==> src/rtl/io_sample_packet_parser_defines.svh <==
// ============================================================================
// Assertion macros for the I/O sample packet parser
// Clocked assertion wrappers that vanish in synthesis builds.
// ============================================================================
`ifndef IO_SAMPLE_PACKET_PARSER_DEFINES_SVH
`define IO_SAMPLE_PACKET_PARSER_DEFINES_SVH

`ifndef SYNTHESIS
// Concurrent assertion of a property, disabled while reset is asserted.
`define ISP_ASSERT(name, clk, rst_n, prop, msg) \
    name: assert property (@(posedge clk) disable iff (!rst_n) prop) else $error(msg);
// Concurrent assertion that a condition never holds.
`define ISP_ASSERT_NEVER(name, clk, rst_n, cond, msg) \
    `ISP_ASSERT(name, clk, rst_n, !(cond), msg)
`else
`define ISP_ASSERT(name, clk, rst_n, prop, msg)
`define ISP_ASSERT_NEVER(name, clk, rst_n, cond, msg)
`endif

`endif

==> src/rtl/isp_pkg.sv <==
// ============================================================================
// isp_pkg
// Shared constants and types of the I/O sample packet parser.
// ============================================================================
package isp_pkg;

    // Configuration defaults of the top level.
    localparam int DEFAULT_CHANNELS            = 8;
    localparam int DEFAULT_SAMPLE_BUFFER_BYTES = 32;

    // Packet layout.
    localparam int          MAX_CHANNELS = 8;
    localparam int          HEADER_BYTES = 12;
    localparam int          POS_W        = 6;
    localparam logic [15:0] CHECK_MAGIC  = 16'h4242;

    // Temperature conversion.
    localparam int FULL_SCALE    = 1023;
    localparam int OFFSET_TENTHS = 500;
    localparam int TENTHS_MAX    = 262143;

    // Queue sizes.
    localparam int JQ_DEPTH = 2;
    localparam int JQ_AW    = $clog2(JQ_DEPTH);
    localparam int OQ_DEPTH = 8;
    localparam int OQ_AW    = $clog2(OQ_DEPTH);

    // Configuration port.
    localparam int                     CFG_INDEX_W        = 2;
    localparam int                     CFG_DATA_W         = 13;
    localparam logic [CFG_INDEX_W-1:0] CFG_CHANNEL_ENABLE = 2'd0;
    localparam logic [CFG_INDEX_W-1:0] CFG_REFERENCE_MV   = 2'd1;
    localparam logic [7:0]             ENABLE_RESET       = 8'd3;
    localparam logic [12:0]            REFERENCE_RESET    = 13'd2500;

    // One unit of work for the back end: a run of channels to emit.
    typedef struct packed {
        logic [MAX_CHANNELS-1:0] mask;
        logic [3:0]              slot;
        logic [15:0]             raw;
        logic                    pad;
        logic                    header_ok;
    } job_t;

    // One result item.
    typedef struct packed {
        logic [2:0]         channel;
        logic [3:0]         slot;
        logic [15:0]        raw;
        logic signed [18:0] tenths;
        logic               conv;
        logic               header_ok;
        logic               pad;
        logic               last;
    } result_t;

endpackage

==> src/rtl/isp_front.sv <==
// ============================================================================
// isp_front
// Byte parser: tracks the header and sample positions and turns each
// accepted byte into at most one job for the back end.
// ============================================================================
`include "io_sample_packet_parser_defines.svh"

module isp_front #(
    parameter int CHANNELS            = isp_pkg::DEFAULT_CHANNELS,
    parameter int SAMPLE_BUFFER_BYTES = isp_pkg::DEFAULT_SAMPLE_BUFFER_BYTES
) (
    input  logic                clk,
    input  logic                rst_n,
    input  logic                accept,
    input  logic [7:0]          packet_byte,
    input  logic                end_of_packet,
    output logic                job_push,
    output isp_pkg::job_t       job
);

    localparam logic [isp_pkg::POS_W-1:0] POS_LIMIT =
        isp_pkg::POS_W'(isp_pkg::HEADER_BYTES + SAMPLE_BUFFER_BYTES);
    localparam logic [isp_pkg::POS_W-1:0] POS_CHECK_A_LO  = 6'd0;
    localparam logic [isp_pkg::POS_W-1:0] POS_CHECK_A_HI  = 6'd1;
    localparam logic [isp_pkg::POS_W-1:0] POS_CHECK_B_LO  = 6'd2;
    localparam logic [isp_pkg::POS_W-1:0] POS_CHECK_B_HI  = 6'd3;
    localparam logic [isp_pkg::POS_W-1:0] POS_DIGITAL_HI  = 6'd9;
    localparam logic [isp_pkg::POS_W-1:0] POS_DIGITAL_LO  = 6'd10;
    localparam logic [isp_pkg::POS_W-1:0] POS_ANALOG_MASK = 6'd11;
    localparam logic [isp_pkg::POS_W-1:0] POS_SAMPLES     =
        isp_pkg::POS_W'(isp_pkg::HEADER_BYTES);
    localparam logic [isp_pkg::POS_W-1:0] POS_AFTER_DIG   =
        isp_pkg::POS_W'(isp_pkg::HEADER_BYTES + 2);

    logic [isp_pkg::POS_W-1:0] pos_reg, pos_next;
    logic [15:0]               check_a_reg, check_a_next;
    logic [15:0]               xor_reg, xor_next;
    logic                      digital_reg, digital_next;
    logic [CHANNELS-1:0]       mask_reg, mask_next;
    logic [7:0]                pending_reg, pending_next;
    logic [3:0]                slot_reg, slot_next;

    logic                      half;
    logic                      normal;
    logic [CHANNELS-1:0]       mask_eff;
    logic [CHANNELS-1:0]       lowest;
    logic [3:0]                slot_eff;
    logic                      header_ok;

    // Parse one byte and build its job.
    always_comb
    begin
        pos_next     = pos_reg;
        check_a_next = check_a_reg;
        xor_next     = xor_reg;
        digital_next = digital_reg;
        mask_next    = mask_reg;
        pending_next = pending_reg;
        slot_next    = slot_reg;
        half         = 1'b0;
        normal       = 1'b0;
        job_push     = 1'b0;
        job          = '0;

        if (pos_reg < POS_LIMIT)
        begin
            pos_next = pos_reg + 1'b1;
            if (pos_reg == POS_CHECK_A_LO)
            begin
                check_a_next = {8'h00, packet_byte};
            end
            else if (pos_reg == POS_CHECK_A_HI)
            begin
                check_a_next = {packet_byte, check_a_reg[7:0]};
            end
            else if (pos_reg == POS_CHECK_B_LO)
            begin
                xor_next = {8'h00, check_a_reg[7:0] ^ packet_byte};
            end
            else if (pos_reg == POS_CHECK_B_HI)
            begin
                xor_next = {check_a_reg[15:8] ^ packet_byte, xor_reg[7:0]};
            end
            else if (pos_reg == POS_DIGITAL_HI || pos_reg == POS_DIGITAL_LO)
            begin
                if (packet_byte != 8'h00)
                begin
                    digital_next = 1'b1;
                end
            end
            else if (pos_reg == POS_ANALOG_MASK)
            begin
                mask_next = packet_byte[CHANNELS-1:0];
                slot_next = {3'b000, digital_reg};
            end
            else if (pos_reg >= POS_SAMPLES)
            begin
                // The digital sample occupies the first two sample bytes.
                if (!(digital_reg && pos_reg < POS_AFTER_DIG) && mask_reg != '0)
                begin
                    if (!pos_reg[0])
                    begin
                        pending_next = packet_byte;
                        half         = 1'b1;
                    end
                    else
                    begin
                        normal = 1'b1;
                    end
                end
            end
        end

        mask_eff  = mask_next;
        slot_eff  = slot_next;
        lowest    = mask_eff & (~mask_eff + 1'b1);
        header_ok = (xor_next == isp_pkg::CHECK_MAGIC);

        if (normal)
        begin
            mask_next = mask_eff & ~lowest;
            slot_next = slot_eff + 1'b1;
        end

        job.slot      = slot_eff;
        job.header_ok = header_ok;
        if (end_of_packet)
        begin
            // Early end: every pending channel goes out in one run.
            job_push           = accept && (mask_eff != '0);
            job.mask[CHANNELS-1:0] = mask_eff;
            job.pad            = !normal;
            if (normal)
            begin
                job.raw = {pending_reg, packet_byte};
            end
            else if (half)
            begin
                job.raw = {packet_byte, 8'h00};
            end
            else
            begin
                job.raw = 16'h0000;
            end
            pos_next     = '0;
            check_a_next = '0;
            xor_next     = '0;
            digital_next = 1'b0;
            mask_next    = '0;
            pending_next = '0;
            slot_next    = '0;
        end
        else
        begin
            job_push           = accept && normal;
            job.mask[CHANNELS-1:0] = lowest;
            job.raw            = {pending_reg, packet_byte};
            job.pad            = 1'b0;
        end
    end

    // Parser state.
    always_ff @(posedge clk or negedge rst_n)
    begin
        if (!rst_n)
        begin
            pos_reg     <= '0;
            check_a_reg <= '0;
            xor_reg     <= '0;
            digital_reg <= 1'b0;
            mask_reg    <= '0;
            pending_reg <= '0;
            slot_reg    <= '0;
        end
        else if (accept)
        begin
            pos_reg     <= pos_next;
            check_a_reg <= check_a_next;
            xor_reg     <= xor_next;
            digital_reg <= digital_next;
            mask_reg    <= mask_next;
            pending_reg <= pending_next;
            slot_reg    <= slot_next;
        end
    end

    `ISP_ASSERT(a_eop_restarts, clk, rst_n, (accept && end_of_packet) |=> (pos_reg == '0), "packet end did not restart the parser")

endmodule

==> src/rtl/isp_job_queue.sv <==
// ============================================================================
// isp_job_queue
// Short queue of jobs between the parser and the result engine.
// ============================================================================
module isp_job_queue (
    input  logic          clk,
    input  logic          rst_n,
    input  logic          push,
    input  isp_pkg::job_t push_job,
    output logic          full,
    input  logic          pop,
    output logic          not_empty,
    output isp_pkg::job_t head
);

    isp_pkg::job_t                mem [isp_pkg::JQ_DEPTH];
    logic [isp_pkg::JQ_AW-1:0]    wr_ptr_reg;
    logic [isp_pkg::JQ_AW-1:0]    rd_ptr_reg;
    logic [isp_pkg::JQ_AW:0]      count_reg, count_next;

    assign full      = (count_reg == (isp_pkg::JQ_AW+1)'(isp_pkg::JQ_DEPTH));
    assign not_empty = (count_reg != '0);
    assign head      = mem[rd_ptr_reg];

    // Occupancy.
    always_comb
    begin
        count_next = count_reg;
        if (push && !pop)
        begin
            count_next = count_reg + 1'b1;
        end
        else if (pop && !push)
        begin
            count_next = count_reg - 1'b1;
        end
    end

    // Pointers.
    always_ff @(posedge clk or negedge rst_n)
    begin
        if (!rst_n)
        begin
            wr_ptr_reg <= '0;
            rd_ptr_reg <= '0;
            count_reg  <= '0;
        end
        else
        begin
            count_reg <= count_next;
            if (push)
            begin
                wr_ptr_reg <= wr_ptr_reg + 1'b1;
            end
            if (pop)
            begin
                rd_ptr_reg <= rd_ptr_reg + 1'b1;
            end
        end
    end

    // Job storage.
    always_ff @(posedge clk)
    begin
        if (push)
        begin
            mem[wr_ptr_reg] <= push_job;
        end
    end

endmodule

==> src/rtl/isp_back.sv <==
// ============================================================================
// isp_back
// Result engine: walks each job's channel run, converts enabled channels
// to tenths of a degree and holds finished results in an output queue.
// ============================================================================
`include "io_sample_packet_parser_defines.svh"

module isp_back (
    input  logic                       clk,
    input  logic                       rst_n,
    input  logic [7:0]                 channel_enable,
    input  logic [12:0]                reference_mv,
    input  logic                       job_valid,
    input  isp_pkg::job_t              job,
    output logic                       job_pop,
    input  logic                       pop,
    output logic                       empty,
    output isp_pkg::result_t           result
);

    localparam logic signed [20:0] SAT_HI = 21'(isp_pkg::TENTHS_MAX);
    localparam logic signed [20:0] OFFSET = 21'(isp_pkg::OFFSET_TENTHS);

    // Active job.
    logic                             act_valid_reg;
    logic [isp_pkg::MAX_CHANNELS-1:0] act_mask_reg;
    logic [3:0]                       act_slot_reg;
    logic [15:0]                      act_raw_reg;
    logic                             act_pad_reg;
    logic                             act_hok_reg;

    logic                             issue;
    logic                             load;
    logic                             last;
    logic [isp_pkg::MAX_CHANNELS-1:0] lowest;
    logic [2:0]                       channel;
    logic [isp_pkg::OQ_AW:0]          reserved_reg, reserved_next;
    logic                             out_take;

    // Conversion pipeline.
    logic                             s1_v_reg, s2_v_reg, s3_v_reg;
    isp_pkg::result_t                 s1_reg, s2_reg, s3_reg;
    logic [28:0]                      s1_prod_reg, s2_prod_reg;
    logic [29:0]                      quot_sum;
    logic [19:0]                      s2_q0_reg, s3_q_reg;
    logic [29:0]                      remainder;
    logic [19:0]                      quot;
    logic signed [20:0]               diff;
    isp_pkg::result_t                 finished;

    // Output queue.
    isp_pkg::result_t                 oq_mem [isp_pkg::OQ_DEPTH];
    logic [isp_pkg::OQ_AW-1:0]        oq_wr_reg, oq_rd_reg;
    logic [isp_pkg::OQ_AW:0]          oq_count_reg, oq_count_next;

    // Pick the lowest pending channel of the run.
    always_comb
    begin
        channel = 3'd0;
        for (int i = isp_pkg::MAX_CHANNELS - 1; i >= 0; i--)
        begin
            if (act_mask_reg[i])
            begin
                channel = 3'(i);
            end
        end
    end

    assign lowest   = act_mask_reg & (~act_mask_reg + 1'b1);
    assign last     = ((act_mask_reg & ~lowest) == '0);
    assign issue    = act_valid_reg && (reserved_reg < (isp_pkg::OQ_AW+1)'(isp_pkg::OQ_DEPTH));
    assign load     = job_valid && (!act_valid_reg || (issue && last));
    assign job_pop  = load;
    assign out_take = pop && !empty;

    // Run sequencer: one channel per cycle given queue room; later ones pad.
    always_ff @(posedge clk or negedge rst_n)
    begin
        if (!rst_n)
        begin
            act_valid_reg <= 1'b0;
        end
        else if (load)
        begin
            act_valid_reg <= 1'b1;
        end
        else if (issue && last)
        begin
            act_valid_reg <= 1'b0;
        end
    end

    always_ff @(posedge clk)
    begin
        if (load)
        begin
            act_mask_reg <= job.mask;
            act_slot_reg <= job.slot;
            act_raw_reg  <= job.raw;
            act_pad_reg  <= job.pad;
            act_hok_reg  <= job.header_ok;
        end
        else if (issue)
        begin
            act_mask_reg <= act_mask_reg & ~lowest;
            act_slot_reg <= act_slot_reg + 1'b1;
            act_raw_reg  <= 16'h0000;
            act_pad_reg  <= 1'b1;
        end
    end

    // Output queue space held by items in flight or waiting.
    always_comb
    begin
        reserved_next = reserved_reg;
        if (issue && !out_take)
        begin
            reserved_next = reserved_reg + 1'b1;
        end
        else if (out_take && !issue)
        begin
            reserved_next = reserved_reg - 1'b1;
        end
    end

    // Pipeline valid bits.
    always_ff @(posedge clk or negedge rst_n)
    begin
        if (!rst_n)
        begin
            reserved_reg <= '0;
            s1_v_reg     <= 1'b0;
            s2_v_reg     <= 1'b0;
            s3_v_reg     <= 1'b0;
        end
        else
        begin
            reserved_reg <= reserved_next;
            s1_v_reg     <= issue;
            s2_v_reg     <= s1_v_reg;
            s3_v_reg     <= s2_v_reg;
        end
    end

    // Stage one: product of sample and reference.
    always_ff @(posedge clk)
    begin
        s1_reg.channel   <= channel;
        s1_reg.slot      <= act_slot_reg;
        s1_reg.raw       <= act_raw_reg;
        s1_reg.tenths    <= '0;
        s1_reg.conv      <= channel_enable[channel];
        s1_reg.header_ok <= act_hok_reg;
        s1_reg.pad       <= act_pad_reg;
        s1_reg.last      <= last;
        s1_prod_reg      <= act_raw_reg * reference_mv;
    end

    // Stage two: quotient estimate, p/1023 as p/1024 * (1 + 2^-10 + 2^-20).
    assign quot_sum = 30'(s1_prod_reg) + 30'(s1_prod_reg >> 10) + 30'(s1_prod_reg >> 20);

    always_ff @(posedge clk)
    begin
        s2_reg      <= s1_reg;
        s2_prod_reg <= s1_prod_reg;
        s2_q0_reg   <= quot_sum[29:10];
    end

    // Stage three: the estimate is low by at most one, fix it up.
    assign remainder = 30'(s2_prod_reg) - {s2_q0_reg, 10'b0} + 30'(s2_q0_reg);
    assign quot      = (remainder >= 30'(isp_pkg::FULL_SCALE)) ? s2_q0_reg + 1'b1 : s2_q0_reg;

    always_ff @(posedge clk)
    begin
        s3_reg   <= s2_reg;
        s3_q_reg <= quot;
    end

    // Remove the offset and saturate.
    assign diff = $signed({1'b0, s3_q_reg}) - OFFSET;

    always_comb
    begin
        finished = s3_reg;
        if (!s3_reg.conv)
        begin
            finished.tenths = '0;
        end
        else if (diff > SAT_HI)
        begin
            finished.tenths = SAT_HI[18:0];
        end
        else
        begin
            finished.tenths = diff[18:0];
        end
    end

    // Output queue.
    always_comb
    begin
        oq_count_next = oq_count_reg;
        if (s3_v_reg && !out_take)
        begin
            oq_count_next = oq_count_reg + 1'b1;
        end
        else if (out_take && !s3_v_reg)
        begin
            oq_count_next = oq_count_reg - 1'b1;
        end
    end

    always_ff @(posedge clk or negedge rst_n)
    begin
        if (!rst_n)
        begin
            oq_wr_reg    <= '0;
            oq_rd_reg    <= '0;
            oq_count_reg <= '0;
        end
        else
        begin
            oq_count_reg <= oq_count_next;
            if (s3_v_reg)
            begin
                oq_wr_reg <= oq_wr_reg + 1'b1;
            end
            if (out_take)
            begin
                oq_rd_reg <= oq_rd_reg + 1'b1;
            end
        end
    end

    always_ff @(posedge clk)
    begin
        if (s3_v_reg)
        begin
            oq_mem[oq_wr_reg] <= finished;
        end
    end

    assign empty  = (oq_count_reg == '0);
    assign result = oq_mem[oq_rd_reg];

    `ISP_ASSERT_NEVER(a_reserve_bound, clk, rst_n, reserved_reg > (isp_pkg::OQ_AW+1)'(isp_pkg::OQ_DEPTH), "output space over-reserved")
    `ISP_ASSERT_NEVER(a_oq_overflow, clk, rst_n, s3_v_reg && !out_take && oq_count_reg == (isp_pkg::OQ_AW+1)'(isp_pkg::OQ_DEPTH), "result written into a full output queue")
    `ISP_ASSERT(a_active_run, clk, rst_n, act_valid_reg |-> (act_mask_reg != '0), "active run has no channel left")

endmodule

==> src/rtl/io_sample_packet_parser.sv <==
// ============================================================================
// io_sample_packet_parser
// Sensor I/O sample packet parser with temperature conversion.
// ============================================================================
// Takes one packet byte per cycle whenever full is low. A byte that completes
// an analog sample yields one result via the job queue, the active run and
// the conversion stages; a final byte that cuts the packet short yields one
// result per channel still pending (up to eight), issued one per cycle while
// output space is free, as the parser keeps taking bytes into its two-entry
// job queue. The conversion is a three-stage pipeline (multiply, reciprocal
// estimate of /1023, one-step fix-up); an eight-entry output queue decouples
// the result side, so sustained throughput is one item per cycle when popped.
module io_sample_packet_parser #(
    parameter int CHANNELS            = isp_pkg::DEFAULT_CHANNELS,
    parameter int SAMPLE_BUFFER_BYTES = isp_pkg::DEFAULT_SAMPLE_BUFFER_BYTES
) (
    input  logic                            clk,
    input  logic                            rst_n,
    // Byte input
    input  logic                            push,
    output logic                            full,
    input  logic [7:0]                      packet_byte,
    input  logic                            end_of_packet,
    // Results
    output logic                            empty,
    input  logic                            pop,
    output logic [2:0]                      channel,
    output logic [3:0]                      sample_slot,
    output logic [15:0]                     raw_value,
    output logic signed [18:0]              celsius_tenths,
    output logic                            converted,
    output logic                            header_ok,
    output logic                            padded,
    output logic                            last_of_run,
    // Configuration writes
    input  logic                            cfg_valid,
    output logic                            cfg_ready,
    input  logic [isp_pkg::CFG_INDEX_W-1:0] cfg_index,
    input  logic [isp_pkg::CFG_DATA_W-1:0]  cfg_data
);

    logic [7:0]        enable_reg;
    logic [12:0]       reference_reg;
    logic              accept;
    logic              job_push;
    isp_pkg::job_t     front_job;
    logic              jq_full;
    logic              jq_pop;
    logic              jq_not_empty;
    isp_pkg::job_t     jq_head;
    isp_pkg::result_t  result;

    // Configuration registers.
    assign cfg_ready = 1'b1;

    always_ff @(posedge clk or negedge rst_n)
    begin
        if (!rst_n)
        begin
            enable_reg    <= isp_pkg::ENABLE_RESET;
            reference_reg <= isp_pkg::REFERENCE_RESET;
        end
        else if (cfg_valid && cfg_ready)
        begin
            unique case (cfg_index)
                isp_pkg::CFG_CHANNEL_ENABLE: enable_reg    <= cfg_data[7:0];
                isp_pkg::CFG_REFERENCE_MV:   reference_reg <= cfg_data[12:0];
                default:                     ;
            endcase
        end
    end

    // Input handshake.
    assign full   = jq_full;
    assign accept = push && !jq_full;

    isp_front #(
        .CHANNELS            (CHANNELS),
        .SAMPLE_BUFFER_BYTES (SAMPLE_BUFFER_BYTES)
    ) u_front (
        .clk           (clk),
        .rst_n         (rst_n),
        .accept        (accept),
        .packet_byte   (packet_byte),
        .end_of_packet (end_of_packet),
        .job_push      (job_push),
        .job           (front_job)
    );

    isp_job_queue u_job_queue (
        .clk       (clk),
        .rst_n     (rst_n),
        .push      (job_push),
        .push_job  (front_job),
        .full      (jq_full),
        .pop       (jq_pop),
        .not_empty (jq_not_empty),
        .head      (jq_head)
    );

    isp_back u_back (
        .clk            (clk),
        .rst_n          (rst_n),
        .channel_enable (enable_reg),
        .reference_mv   (reference_reg),
        .job_valid      (jq_not_empty),
        .job            (jq_head),
        .job_pop        (jq_pop),
        .pop            (pop),
        .empty          (empty),
        .result         (result)
    );

    // Result fields.
    assign channel        = result.channel;
    assign sample_slot    = result.slot;
    assign raw_value      = result.raw;
    assign celsius_tenths = result.tenths;
    assign converted      = result.conv;
    assign header_ok      = result.header_ok;
    assign padded         = result.pad;
    assign last_of_run    = result.last;

endmodule

==> config.mk <==
export PLATFORM = sky130hd
export DESIGN_NAME = io_sample_packet_parser
export DESIGN_NICKNAME = d
export VERILOG_FILES = /design/src/rtl/isp_pkg.sv /design/src/rtl/isp_front.sv /design/src/rtl/isp_job_queue.sv /design/src/rtl/isp_back.sv /design/src/rtl/io_sample_packet_parser.sv
export VERILOG_INCLUDE_DIRS = /design/src /design/src/rtl
export SDC_FILE = /design/constraint.sdc
export NUM_CORES = 1
export LEC_CHECK = 0
export ABC_AREA = 1
export BUFFER_PORTS_ARGS = -buffer_cell sky130_fd_sc_hd__buf_2
export CAP_MARGIN = 20
export CORE_MARGIN = 3
export CORE_UTILIZATION = 40
export CTS_CLUSTER_SIZE = 10
export DETAILED_ROUTE_END_ITERATION = 6
export GPL_ROUTABILITY_DRIVEN = 0
export PLACE_DENSITY = 0.6
export SETUP_SLACK_MARGIN = 0.15
export SLEW_MARGIN = 20
export SYNTH_ARGS = -nofsm -noshare
export SYNTH_HDL_FRONTEND = slang
export SYNTH_HIERARCHICAL = 1
export SYNTH_SLANG_ARGS = --single-unit
==> constraint.sdc <==
create_clock -name clk -period 15.74 [get_ports clk]
set_input_delay 0.787 -clock clk [delete_from_list [all_inputs] [get_ports clk]]
set_output_delay 0.787 -clock clk [all_outputs]
set_load 0.005 [all_outputs]
# [Word-level counts from Yosys, hierarchy flattened]
# Memories as Yosys holds them, arrays and structs flattened.
# Cells that the tools add are included.
[totals] register_bits=311 mem_bits_rw=428 inputBits=29 out_inout_bits=49 wordCells=269 memories=2
[classes] add_sub_neg=21 multipliers=1 magnitude_cmp=7 eq_ne=16 muxes=107 bitwise=10 n_reduce_logical=54
[mem_list] memory="u_back.oq_mem" depth=8 word_bits=46 read_ports=1 rd_ports_with_merged_regs=0 wr=1 line_no="isp_back.sv:52" source="isp_pkg::result_t oq_mem [isp_pkg::OQ_DEPTH];"
[mem_list] memory="u_job_queue.mem" depth=2 word_bits=30 read_ports=1 rd_ports_with_merged_regs=0 wr=1 line_no="isp_job_queue.sv:16" source="isp_pkg::job_t mem [isp_pkg::JQ_DEPTH];"
[ops] operator="$mux 16" n=14
[ops] operator="$mux 8" n=23
[ops] operator="$mux 4" n=15
[ops] operator="$mux 1" n=38
[ops] operator="$mux 19" n=2
[ops] operator="$and 8x8->8" n=4
[ops] operator="$not 8->8" n=4
[ops] operator="$add 29x19->30" n=1
[ops] operator="$add 30x20->30" n=1
[ops] operator="$add 30x9->30" n=1
[ops] operator="$ge 30x10->1 const B" n=1
[ops] operator="$sub 29x30->30" n=1
[ops] operator="$mul 16x13->29" n=1
[ops] operator="$mux 3" n=8
[ops] operator="$reduce_bool 2->1" n=12
[ops] operator="$reduce_bool 8->1" n=3
[ops] operator="$gt 21x19->1 const B" n=1
[ops] operator="$sub 20x9->21 const B" n=1
[ops] operator="$add 20x1->20 const B" n=1
[ops] operator="$mux 20" n=1
[ops] operator="$eq 6x4->1 const B" n=3
[ops] operator="$mux 17" n=1
[ops] operator="$add 4x1->4 const B" n=4
[ops] operator="$add 8x1->8 const B" n=2
[ops] operator="other kinds (33)" n=73

# [Logic depth before layout (Yosys ltp)]
# Gate-level depths: netlist (run 1).
[logic_depth] depth_word=19 depth_mapped=23

# [Cells and area by module]
# Netlist (run 1), hierarchy kept.
[by_module_without_submodules] module="isp_back" n_inst=1 cells_per_inst=3455 area_per_inst_um2=32627.5 seq_area_each_um2=15985.3
[by_module_without_submodules] module="isp_front" n_inst=1 cells_per_inst=532 area_per_inst_um2=3763.6 seq_area_each_um2=1476.4
[by_module_without_submodules] module="isp_job_queue" n_inst=1 cells_per_inst=118 area_per_inst_um2=2379.8 seq_area_each_um2=1901.8
[by_module_without_submodules] module="io_sample_packet_parser" n_inst=1 cells_per_inst=98 area_per_inst_um2=905.9 seq_area_each_um2=534.3

# [Least setup slack after synthesis (run 1)]
# OpenSTA, ideal clock, no wires.
[synth_timing] kind="reg-to-reg" start="reg reference_reg[6]" end="reg u_back.s1_prod_reg[20]" arrival_time_ns=5.247 required_time_ns=15.621 setup_slack_ns=10.374 path_stages_with_launch=21 n_path_buf=2 synth_period_minus_slack_ns=5.366 cell_sequence="dfstp_2 > clkbuf_1 > clkbuf_1 > nand2_1 > fa_1 > fa_1 > fa_1 > inv_1 > fa_1 > inv_1 > fa_1 > inv_1 > ha_1 > nand2_1 > o21ai_0 > a21oi_1 > o21ai_0 > inv_1 > o21ai_0 > a21oi_1 > xnor2_1"
[synth_via] elab_chain_cells=1
[synth_rtl] item="start, declared" line_no="io_sample_packet_parser.sv:43" source="logic [12:0] reference_reg;"
[synth_rtl] item="start signal, assigned" line_no="io_sample_packet_parser.sv:61" source="reference_reg <= isp_pkg::REFERENCE_RESET;"
[synth_rtl] item="start signal, assigned" line_no="io_sample_packet_parser.sv:67" source="isp_pkg::CFG_REFERENCE_MV: reference_reg <= cfg_data[12:0];"
[synth_rtl] item="$mul 16x13->29" line_no="isp_back.sv:156" source="s1_prod_reg <= act_raw_reg * reference_mv;"
[synth_rtl] item="end signal, assigned" line_no="isp_back.sv:156"
[synth_rtl] item="end, declared" line_no="isp_back.sv:43" source="logic [28:0] s1_prod_reg, s2_prod_reg;"
# No other way between the ends.
# A chain may end at the register's enable or synchronous reset.

# [Final worst setup path (run 1)]
[layout_timing] start="reg u_back.act_raw_reg[5]" end="reg u_back.s1_prod_reg[20]"
[layout_via] elab_chain_cells=1
[layout_rtl] item="start, declared" line_no="isp_back.sv:28" source="logic [15:0] act_raw_reg;"
[layout_rtl] item="start signal, assigned" line_no="isp_back.sv:99" source="act_raw_reg <= job.raw;"
[layout_rtl] item="$mul 16x13->29" line_no="isp_back.sv:156"
# No other way between the ends.

==> run summary, run 1 <==
No sink is reached through more buffers than the 3 on the longest clock path. The number of placement rows was 114; the top achievable clock speed was 175 MHz. Area of the mapped netlist: 39700 um^2.

The logs give 64000 um for the half-perimeter wire length of the detailed placement result and 35.2 ps for the worst setup skew after layout. The tools report the critical path endpoint category as a register. For met3 alone, demand over resource in global routing was 3.01%. The logs give 739 for the clock sink count and 9378 for the number of inserted filler cells in the final layout. The run gives 5 as the total iterations of the first detailed-routing run.

The period utilization is 36.3%. The tools report the final count of negative-setup-slack endpoints as 0. The sequential cells in the finished layout cover a total of 19900 um^2. The remaining routing DRC violations came out at 0. By startpoint and endpoint, the worst setup path is classified as register to register.

Once the floorplan was initialized, standard cells occupied 40.7% of the core. After global routing the overflow that remains totals 0. The core footprint is 97600 um^2. The worst register-to-register path ends at u_back/s1_prod_reg[20].

The quantity of hold-fixing buffers added after cts is 0, and the layout cell share with drive strength beyond 1 is 7.86%. The tools report the final-report hold violation count as 0. The number of gates given a new drive strength after cts is 0, and the die outline area is 103000 um^2. The maximum fanout encountered on the critical timing path was 14; the sequential cell area fraction in the yosys report was 50.1%. TritonCTS built the clock tree. For the final routed database, the setup TNS stands at 0 ps. The cell at the root of the clock tree was sky130_fd_sc_hd__clkbuf_16. The chip width was 321 um.

After detailed routing, the total wire length is 93200 um. Clock latency on the worst-skew pair, taken at its later pin, is 660 ps. The register with the most flip-flops in the layout has 368 of them.

In this run the tightest slew margin relative to its limit is 33.5%. The detail-routed net length per standard cell was 16.7 um. The depth of the worst register-to-register path is 20.

In this run the worst setup path begins at u_back/act_raw_reg[5]. The number of port buffers is 76. In this run the critical register-to-register path is launched from u_back/act_raw_reg[5]. The first global-routing pass estimated 150000 um of wire. The count of distinct cell types in the synthesized netlist came out at 58. The logs give 6 for the yosys synthesis warning count and 0 for the number of maximum-capacitance constraint violations.

The first routing iteration left 2044 violations. The tightest min-delay check is of the primary input to async pin type. The flow ran to the end, and the final reports show no timing, DRC or antenna violations.

The multi-input combinational cells in the finished layout cover a total of 16600 um^2. The average instance in the mapped netlist occupies 9.44 um^2. After detailed routing, the number of vias per cell comes to 5.00. Measured along the y axis, the die boundary spans 321 um.

Data on the critical path is required at its endpoint by 16250 ps. The logs give 6220 ps for the data arrival time of the critical path and 4574 for the net count after synthesis. The boundary pin count is 78, and the transition time of the tightest slew-check pin is 995 ps. The largest registers in the layout are u_back/oq_mem (368), u_job_queue/mem (60). Number of global-route vias before repair: 27300. The area added between synthesis and finish was 10.5%. The worst setup path is launched from a register. Setup repair after global routing left no endpoint under its margin.

For this run, global-route usage on met2 was measured as 29.6%. Clock period minus final worst setup slack: 5710 ps. Global routing consumed, on the met1 layer, 25.3% of the routing resources. Clock-pin slew was measured on the worst setup and hold paths at 50 ps. Most used flip-flop cell after synthesis: sky130_fd_sc_hd__edfxtp_1. In the global route stage, overall resource usage came out at 18.3%. The instance count of the mapped netlist is 4203. The deepest level of the CTS H-tree is 3. The tools report the flop-to-flop setup slack as 10030 ps.

Number of max-slew violations in the final report: 0. The remaining antenna violation count after routing is 0, and the pin count of the biggest net entering global routing is 116. The global routing's busiest layer is met2. The initial antenna violation count was 6; the number of synthesized flops with an enable pin was 458. For this run, the post-layout net count is 4608. Post-CTS timing repair inserted 0 buffers for setup. The async set-or-reset flop fraction in the synthesized netlist works out to 13.8%. The synthesized design contains 739 register bits.

The register with the most flip-flops in the final layout is u_back/oq_mem. The logs give 87 for the total clock buffers created by CTS and 27900 for the routed via count.
area by class of cell:
class,count,share of cell area (%)
Sequential cell,739,45.4
Tap cell,1276,3.64
Clock buffer,139,5.53
Inverter,668,5.74
Timing Repair Buffer,98,1.25
Clock inverter,12,0.482
Multi-Input combinational cell,2643,37.9
Antenna cell,1,0.00571
per-stage QoR:
stage / area, um^2 / instances / util [%] / setup WS (ps) / hold WS (ps)
6_report: 43800 / 5576 / 44.9 / 10030 / 139
2_1_floorplan: 39700 / 4203 / - / 10370 / 310
3_5_place_dp: 41200 / 5424 / 42.2 / 10040 / 312
4_1_cts: 43800 / 5575 / 44.9 / 10030 / 142
5_1_grt: 43800 / 5575 / 44.9 / 9590 / 177
3_3_place_gp: 41200 / 5424 / 42.2 / 10110 / 310
cells in the mapped netlist, types with 31 or more instances:
library cell               count  area share (%)
sky130_fd_sc_hd__a21oi_1      99             1.2
sky130_fd_sc_hd__a31oi_1      52            0.82
sky130_fd_sc_hd__clkbuf_1    113             1.1
sky130_fd_sc_hd__dfrtp_1      95             6.0
sky130_fd_sc_hd__dfxtp_1     179             9.0
sky130_fd_sc_hd__edfxtp_1    458              35
sky130_fd_sc_hd__fa_1        174             8.8
sky130_fd_sc_hd__ha_1        168             5.3
sky130_fd_sc_hd__inv_1       656             6.2
sky130_fd_sc_hd__mux2_2       31            0.88
sky130_fd_sc_hd__nand2_1     840             7.9
sky130_fd_sc_hd__nand3_1     142             1.8
sky130_fd_sc_hd__nand4_1      41            0.65
sky130_fd_sc_hd__nor2_1      509             4.8
sky130_fd_sc_hd__o21ai_0     275             3.5
sky130_fd_sc_hd__o22ai_1      58            0.91
sky130_fd_sc_hd__xnor2_1      31            0.68
sky130_fd_sc_hd__xor2_1       67             1.5
metal layers:
layer / vias to the layer above / wire length (um)
met3: 146 / 5070
li1: 13600 / -
met5: - / 0
met1: 13400 / 42400
met4: 0 / 2590
met2: 680 / 43100
worst max-delay path by stage:
stage / end / slack [ps] / cells past startpoint
global placement: u_back/s1_prod_reg[20] / 10110 / 20
CTS: u_back/s1_prod_reg[20] / 10030 / 20
detailed placement: u_back/s1_prod_reg[20] / 10040 / 20
floorplan: u_back/s1_prod_reg[20] / 10370 / 20
finish: u_back/s1_prod_reg[20] / 10030 / 20
global route: u_back/s1_prod_reg[20] / 9590 / 20
cells in the final DEF (no fill, tap or decap), types with 16 or more instances in the layout:
cell type,count
sky130_fd_sc_hd__nand2_1,840
sky130_fd_sc_hd__inv_1,653
sky130_fd_sc_hd__nor2_1,500
sky130_fd_sc_hd__edfxtp_1,458
sky130_fd_sc_hd__o21ai_0,274
sky130_fd_sc_hd__dfxtp_1,179
sky130_fd_sc_hd__fa_1,174
sky130_fd_sc_hd__ha_1,168
sky130_fd_sc_hd__nand3_1,142
sky130_fd_sc_hd__a21oi_1,99
sky130_fd_sc_hd__dfrtp_1,93
sky130_fd_sc_hd__clkbuf_16,87
sky130_fd_sc_hd__buf_2,75
sky130_fd_sc_hd__xor2_1,67
sky130_fd_sc_hd__o22ai_1,58
sky130_fd_sc_hd__a31oi_1,52
sky130_fd_sc_hd__clkbuf_1,47
sky130_fd_sc_hd__nand4_1,41
sky130_fd_sc_hd__xnor2_1,31
sky130_fd_sc_hd__mux2_2,31
sky130_fd_sc_hd__buf_4,23
sky130_fd_sc_hd__nor2_2,16
sky130_fd_sc_hd__nor2_4,16
logic make-up after synthesis:
kind of cell	after synthesis	synth area share, %
AO/OA/AOI/OAI	544	7.62
XOR/XNOR	99	2.20
adder cells (fa/ha/maj)	342	14.1
buffers and inverters	821	8.09
flip-flops	739	50.1
multiplexers	31	0.880
other	1	0.00945
AND/OR/NAND/NOR	1626	17.0
worst max-delay path, cell delays in order, from the launching register on:
cell and delay [ps]:
sky130_fd_sc_hd__edfxtp_1 620, sky130_fd_sc_hd__nand2_1 150, sky130_fd_sc_hd__inv_1 70, sky130_fd_sc_hd__fa_1 540, sky130_fd_sc_hd__inv_1 60, sky130_fd_sc_hd__fa_1 530
sky130_fd_sc_hd__inv_1 50, sky130_fd_sc_hd__fa_1 520, sky130_fd_sc_hd__inv_1 60, sky130_fd_sc_hd__fa_1 470, sky130_fd_sc_hd__fa_1 550, sky130_fd_sc_hd__inv_1 40
sky130_fd_sc_hd__ha_1 370, sky130_fd_sc_hd__nand2_1 80, sky130_fd_sc_hd__nor2_1 280, sky130_fd_sc_hd__a21oi_1 160, sky130_fd_sc_hd__o21ai_0 370, sky130_fd_sc_hd__inv_1 70
sky130_fd_sc_hd__o21ai_0 310, sky130_fd_sc_hd__a21oi_1 130, sky130_fd_sc_hd__xnor2_1 150
Power of run 1 is not shown: default switching activity piles up to over one toggle a cycle in this logic, so the estimate is an artifact.
==> inputs of run 2 (changes only) <==
--- a/config.mk
+++ b/config.mk
@@ -14,7 +14,7 @@
 export CTS_CLUSTER_SIZE = 10
 export DETAILED_ROUTE_END_ITERATION = 6
 export GPL_ROUTABILITY_DRIVEN = 0
-export PLACE_DENSITY = 0.6
+export PLACE_DENSITY = 0.62
 export SETUP_SLACK_MARGIN = 0.15
 export SLEW_MARGIN = 20
 export SYNTH_ARGS = -nofsm -noshare
==> constraint.sdc (replaced) <==
create_clock -name clk -period 5 [get_ports clk]
set_input_delay 0.25 -clock clk [delete_from_list [all_inputs] [get_ports clk]]
set_output_delay 0.25 -clock clk [all_outputs]
set_load 0.005 [all_outputs]
==> run summary, run 2 (synthesis results as in run 1) <==
The register with the most flip-flops in the layout has 368 of them. For the initial standard-cell utilization of the core, the log shows 40.7%. Static timing analysis puts the maximum clock frequency at 207 MHz. The repair_antennas step left the layout with diodes totalling 0. Transition time of the tightest slew-check pin: 982 ps. The first global-routing pass estimated 149000 um of wire.

The number of placement rows is 114, and the clock latency of the later-clocked register in the worst-skew pair is 650 ps. STA classifies the critical path endpoint as a register. The die covers 103000 um^2. The buffer and inverter count on the worst path was 6.

The H-tree was split into 3 levels. The detail-routed net length per standard cell is 16.3 um, and the worst setup skew after layout is 25.1 ps. Most common cell after layout, fill and taps aside: sky130_fd_sc_hd__nand2_1. For the worst setup path, the data required time is 5510 ps.

The run gives 0 as the number of max-slew violations in the final report. Across all register-to-register paths, the minimum setup slack is 170 ps. The signal on the critical path passes through buf_6, nand2_1, inv_1, fa_1, inv_1, fa_1, fa_1, inv_1, fa_1, inv_1, fa_1, inv_2, ha_4, a21oi_1, o21ai_0, a21oi_2, nand3_2, nand2_1, nand3_2, xor2_1. In this run the horizontal extent of the chip is 321 um. For this block, the initial DRC count from the detailed router was 2266.

The run gives 2 as the initial antenna violation count. The worst pin sits at a relative slew slack of 34.4%. For this design, the slowest cell found on the critical path is sky130_fd_sc_hd__fa_1. For this run, the share of the core covered by cells in the final layout is 47.0%. Dividing the final minimum period by the clock period gives 96.7%. For the number of global-route vias before repair, the log shows 27700. Clock-pin slew was measured on the worst setup and hold paths at 50 ps. The tools report the final worst hold slack as 38.3 ps. Leaving out fill and tap cells, the most frequent cells in the layout are sky130_fd_sc_hd__nand2_1 (817), sky130_fd_sc_hd__inv_1 (629), sky130_fd_sc_hd__nor2_1 (497), sky130_fd_sc_hd__edfxtp_1 (458), sky130_fd_sc_hd__o21ai_0 (265). The net count of the finished layout is 4764. For this run, the slowest stage of the critical path takes 520 ps. The nature of the critical path startpoint was a register. Wires add up to 93500 um. The finished cells cover 45900 um^2.

The core region is 97600 um^2. The tools report the remaining antenna violation count after routing as 0. For the total iterations of the first detailed-routing run, the log shows 6. The largest registers in the layout are u_back/oq_mem (368), u_job_queue/mem (60). Counting stages on the worst path, the most repeated cell is sky130_fd_sc_hd__fa_1. Setup repair after global routing could not meet its margin everywhere.

CTS placed an instance of sky130_fd_sc_hd__clkbuf_16 at the clock tree root. The critical path is of the register to register type. Buffers inserted during clock tree synthesis total 86. In this design, the largest share of critical-path delay is due to adder cells. The boundary pin count is 78, and the clock period minus final worst setup slack is 4830 ps. Once placement finished, the instance area stood at 41900 um^2. The total overflow left after global routing is 0. The min-delay analysis places its worst path in the category primary input to register.

The register bank with the most flops was u_back/oq_mem. Remaining routing DRC violations: 0. The maximum buffer depth of the clock tree was 3. The tool flagged a number of max-cap violations equal to 0. In the routed layout, each cell is associated on average with a via count of 4.97. The layout cell share with drive strength beyond 1 came out at 13.0%. The run finished with clean final reports. TritonCTS built the clock tree. The data arrival time of the critical path is 5350 ps, and the clock sink count is 739. The number of port buffers was 76. Setup violations remaining at the end of the flow were counted as 0.

The overall die height is 321 um, and the routed via count is 28500. In this run the worst path has a maximum fanout of 4. The final-report hold violation count was 0. Pin count of the biggest net entering global routing: 158. The tools report the half-perimeter wire length of the detailed placement result as 64000 um.

The filler cells instantiated in the layout total 9033. In the global route stage, overall resource usage came out at 18.1%. Area added between synthesis and finish: 15.7%.
## run 2: worst reg2reg max path: stages (launching register included)
cell and delay [ps]:
sky130_fd_sc_hd__edfxtp_1 470, sky130_fd_sc_hd__buf_6 180, sky130_fd_sc_hd__nand2_1 70, sky130_fd_sc_hd__inv_1 60, sky130_fd_sc_hd__fa_1 490, sky130_fd_sc_hd__inv_1 50
sky130_fd_sc_hd__fa_1 520, sky130_fd_sc_hd__fa_1 490, sky130_fd_sc_hd__inv_1 50, sky130_fd_sc_hd__fa_1 520, sky130_fd_sc_hd__inv_1 50, sky130_fd_sc_hd__fa_1 490
sky130_fd_sc_hd__inv_2 50, sky130_fd_sc_hd__ha_4 240, sky130_fd_sc_hd__a21oi_1 200, sky130_fd_sc_hd__o21ai_0 170, sky130_fd_sc_hd__a21oi_2 170, sky130_fd_sc_hd__nand3_2 120
sky130_fd_sc_hd__nand2_1 110, sky130_fd_sc_hd__nand3_2 70, sky130_fd_sc_hd__xor2_1 140
## run 2: worst paths after layout
path,start,cells after the start,to
setup reg to reg,u_back/act_raw_reg[12],20,u_back/s1_prod_reg[27]
hold reg to reg,u_back/s1_reg[43],0,u_back/s2_reg[43]
setup / recovery,u_back/act_raw_reg[12],20,u_back/s1_prod_reg[27]
max in group asynchronous,rst_n,3,reference_reg[10]
hold / removal,cfg_index[0],3,reference_reg[8]
min in group asynchronous,rst_n,2,u_front/xor_reg[12]
## run 2: routing by layer
| layer | share of wire (%) | wire length (um) | track usage (%) |
|---|---|---|---|
| met2 | 47 | 44000 | 29.8 |
| met4 | 2.2 | 2090 | 4.91 |
| met1 | 45 | 42100 | 25.0 |
| met5 | 0 | 0 | 0 |
| met3 | 5.8 | 5400 | 2.83 |
## run 2: final cells by class
type                       count  area (um^2)  area share (%)
clock buffer                 139         2390            5.21
clock inverter                11          188           0.409
inverter                     668         2510            5.47
multi-input combinational   2643        17200            37.5
sequential                   739        19900            43.4
tap                         1276         1600            3.48
timing repair buffer         255         2080            4.52
## run 2: repair_timing
action,in CTS,in global routing
buffers inserted,36,19
pin swaps,59,91
cloned,1,0
hold endpoints to repair,89,0
hold buffers,23,0
endpoints found under the setup margin,14,14
gates resized for setup,79,76
## run 2: metrics by stage
stage,setup WS (ps),cells,TNS (ps)
3_3_place_gp,3.58,5501,0
6_report,165,5731,0
2_1_floorplan,157,4203,0
4_1_cts,148,5711,0
5_1_grt,-11.4,5731,-37.3
3_5_place_dp,-115,5501,-493
Power of run 2 is left out for the same reason.
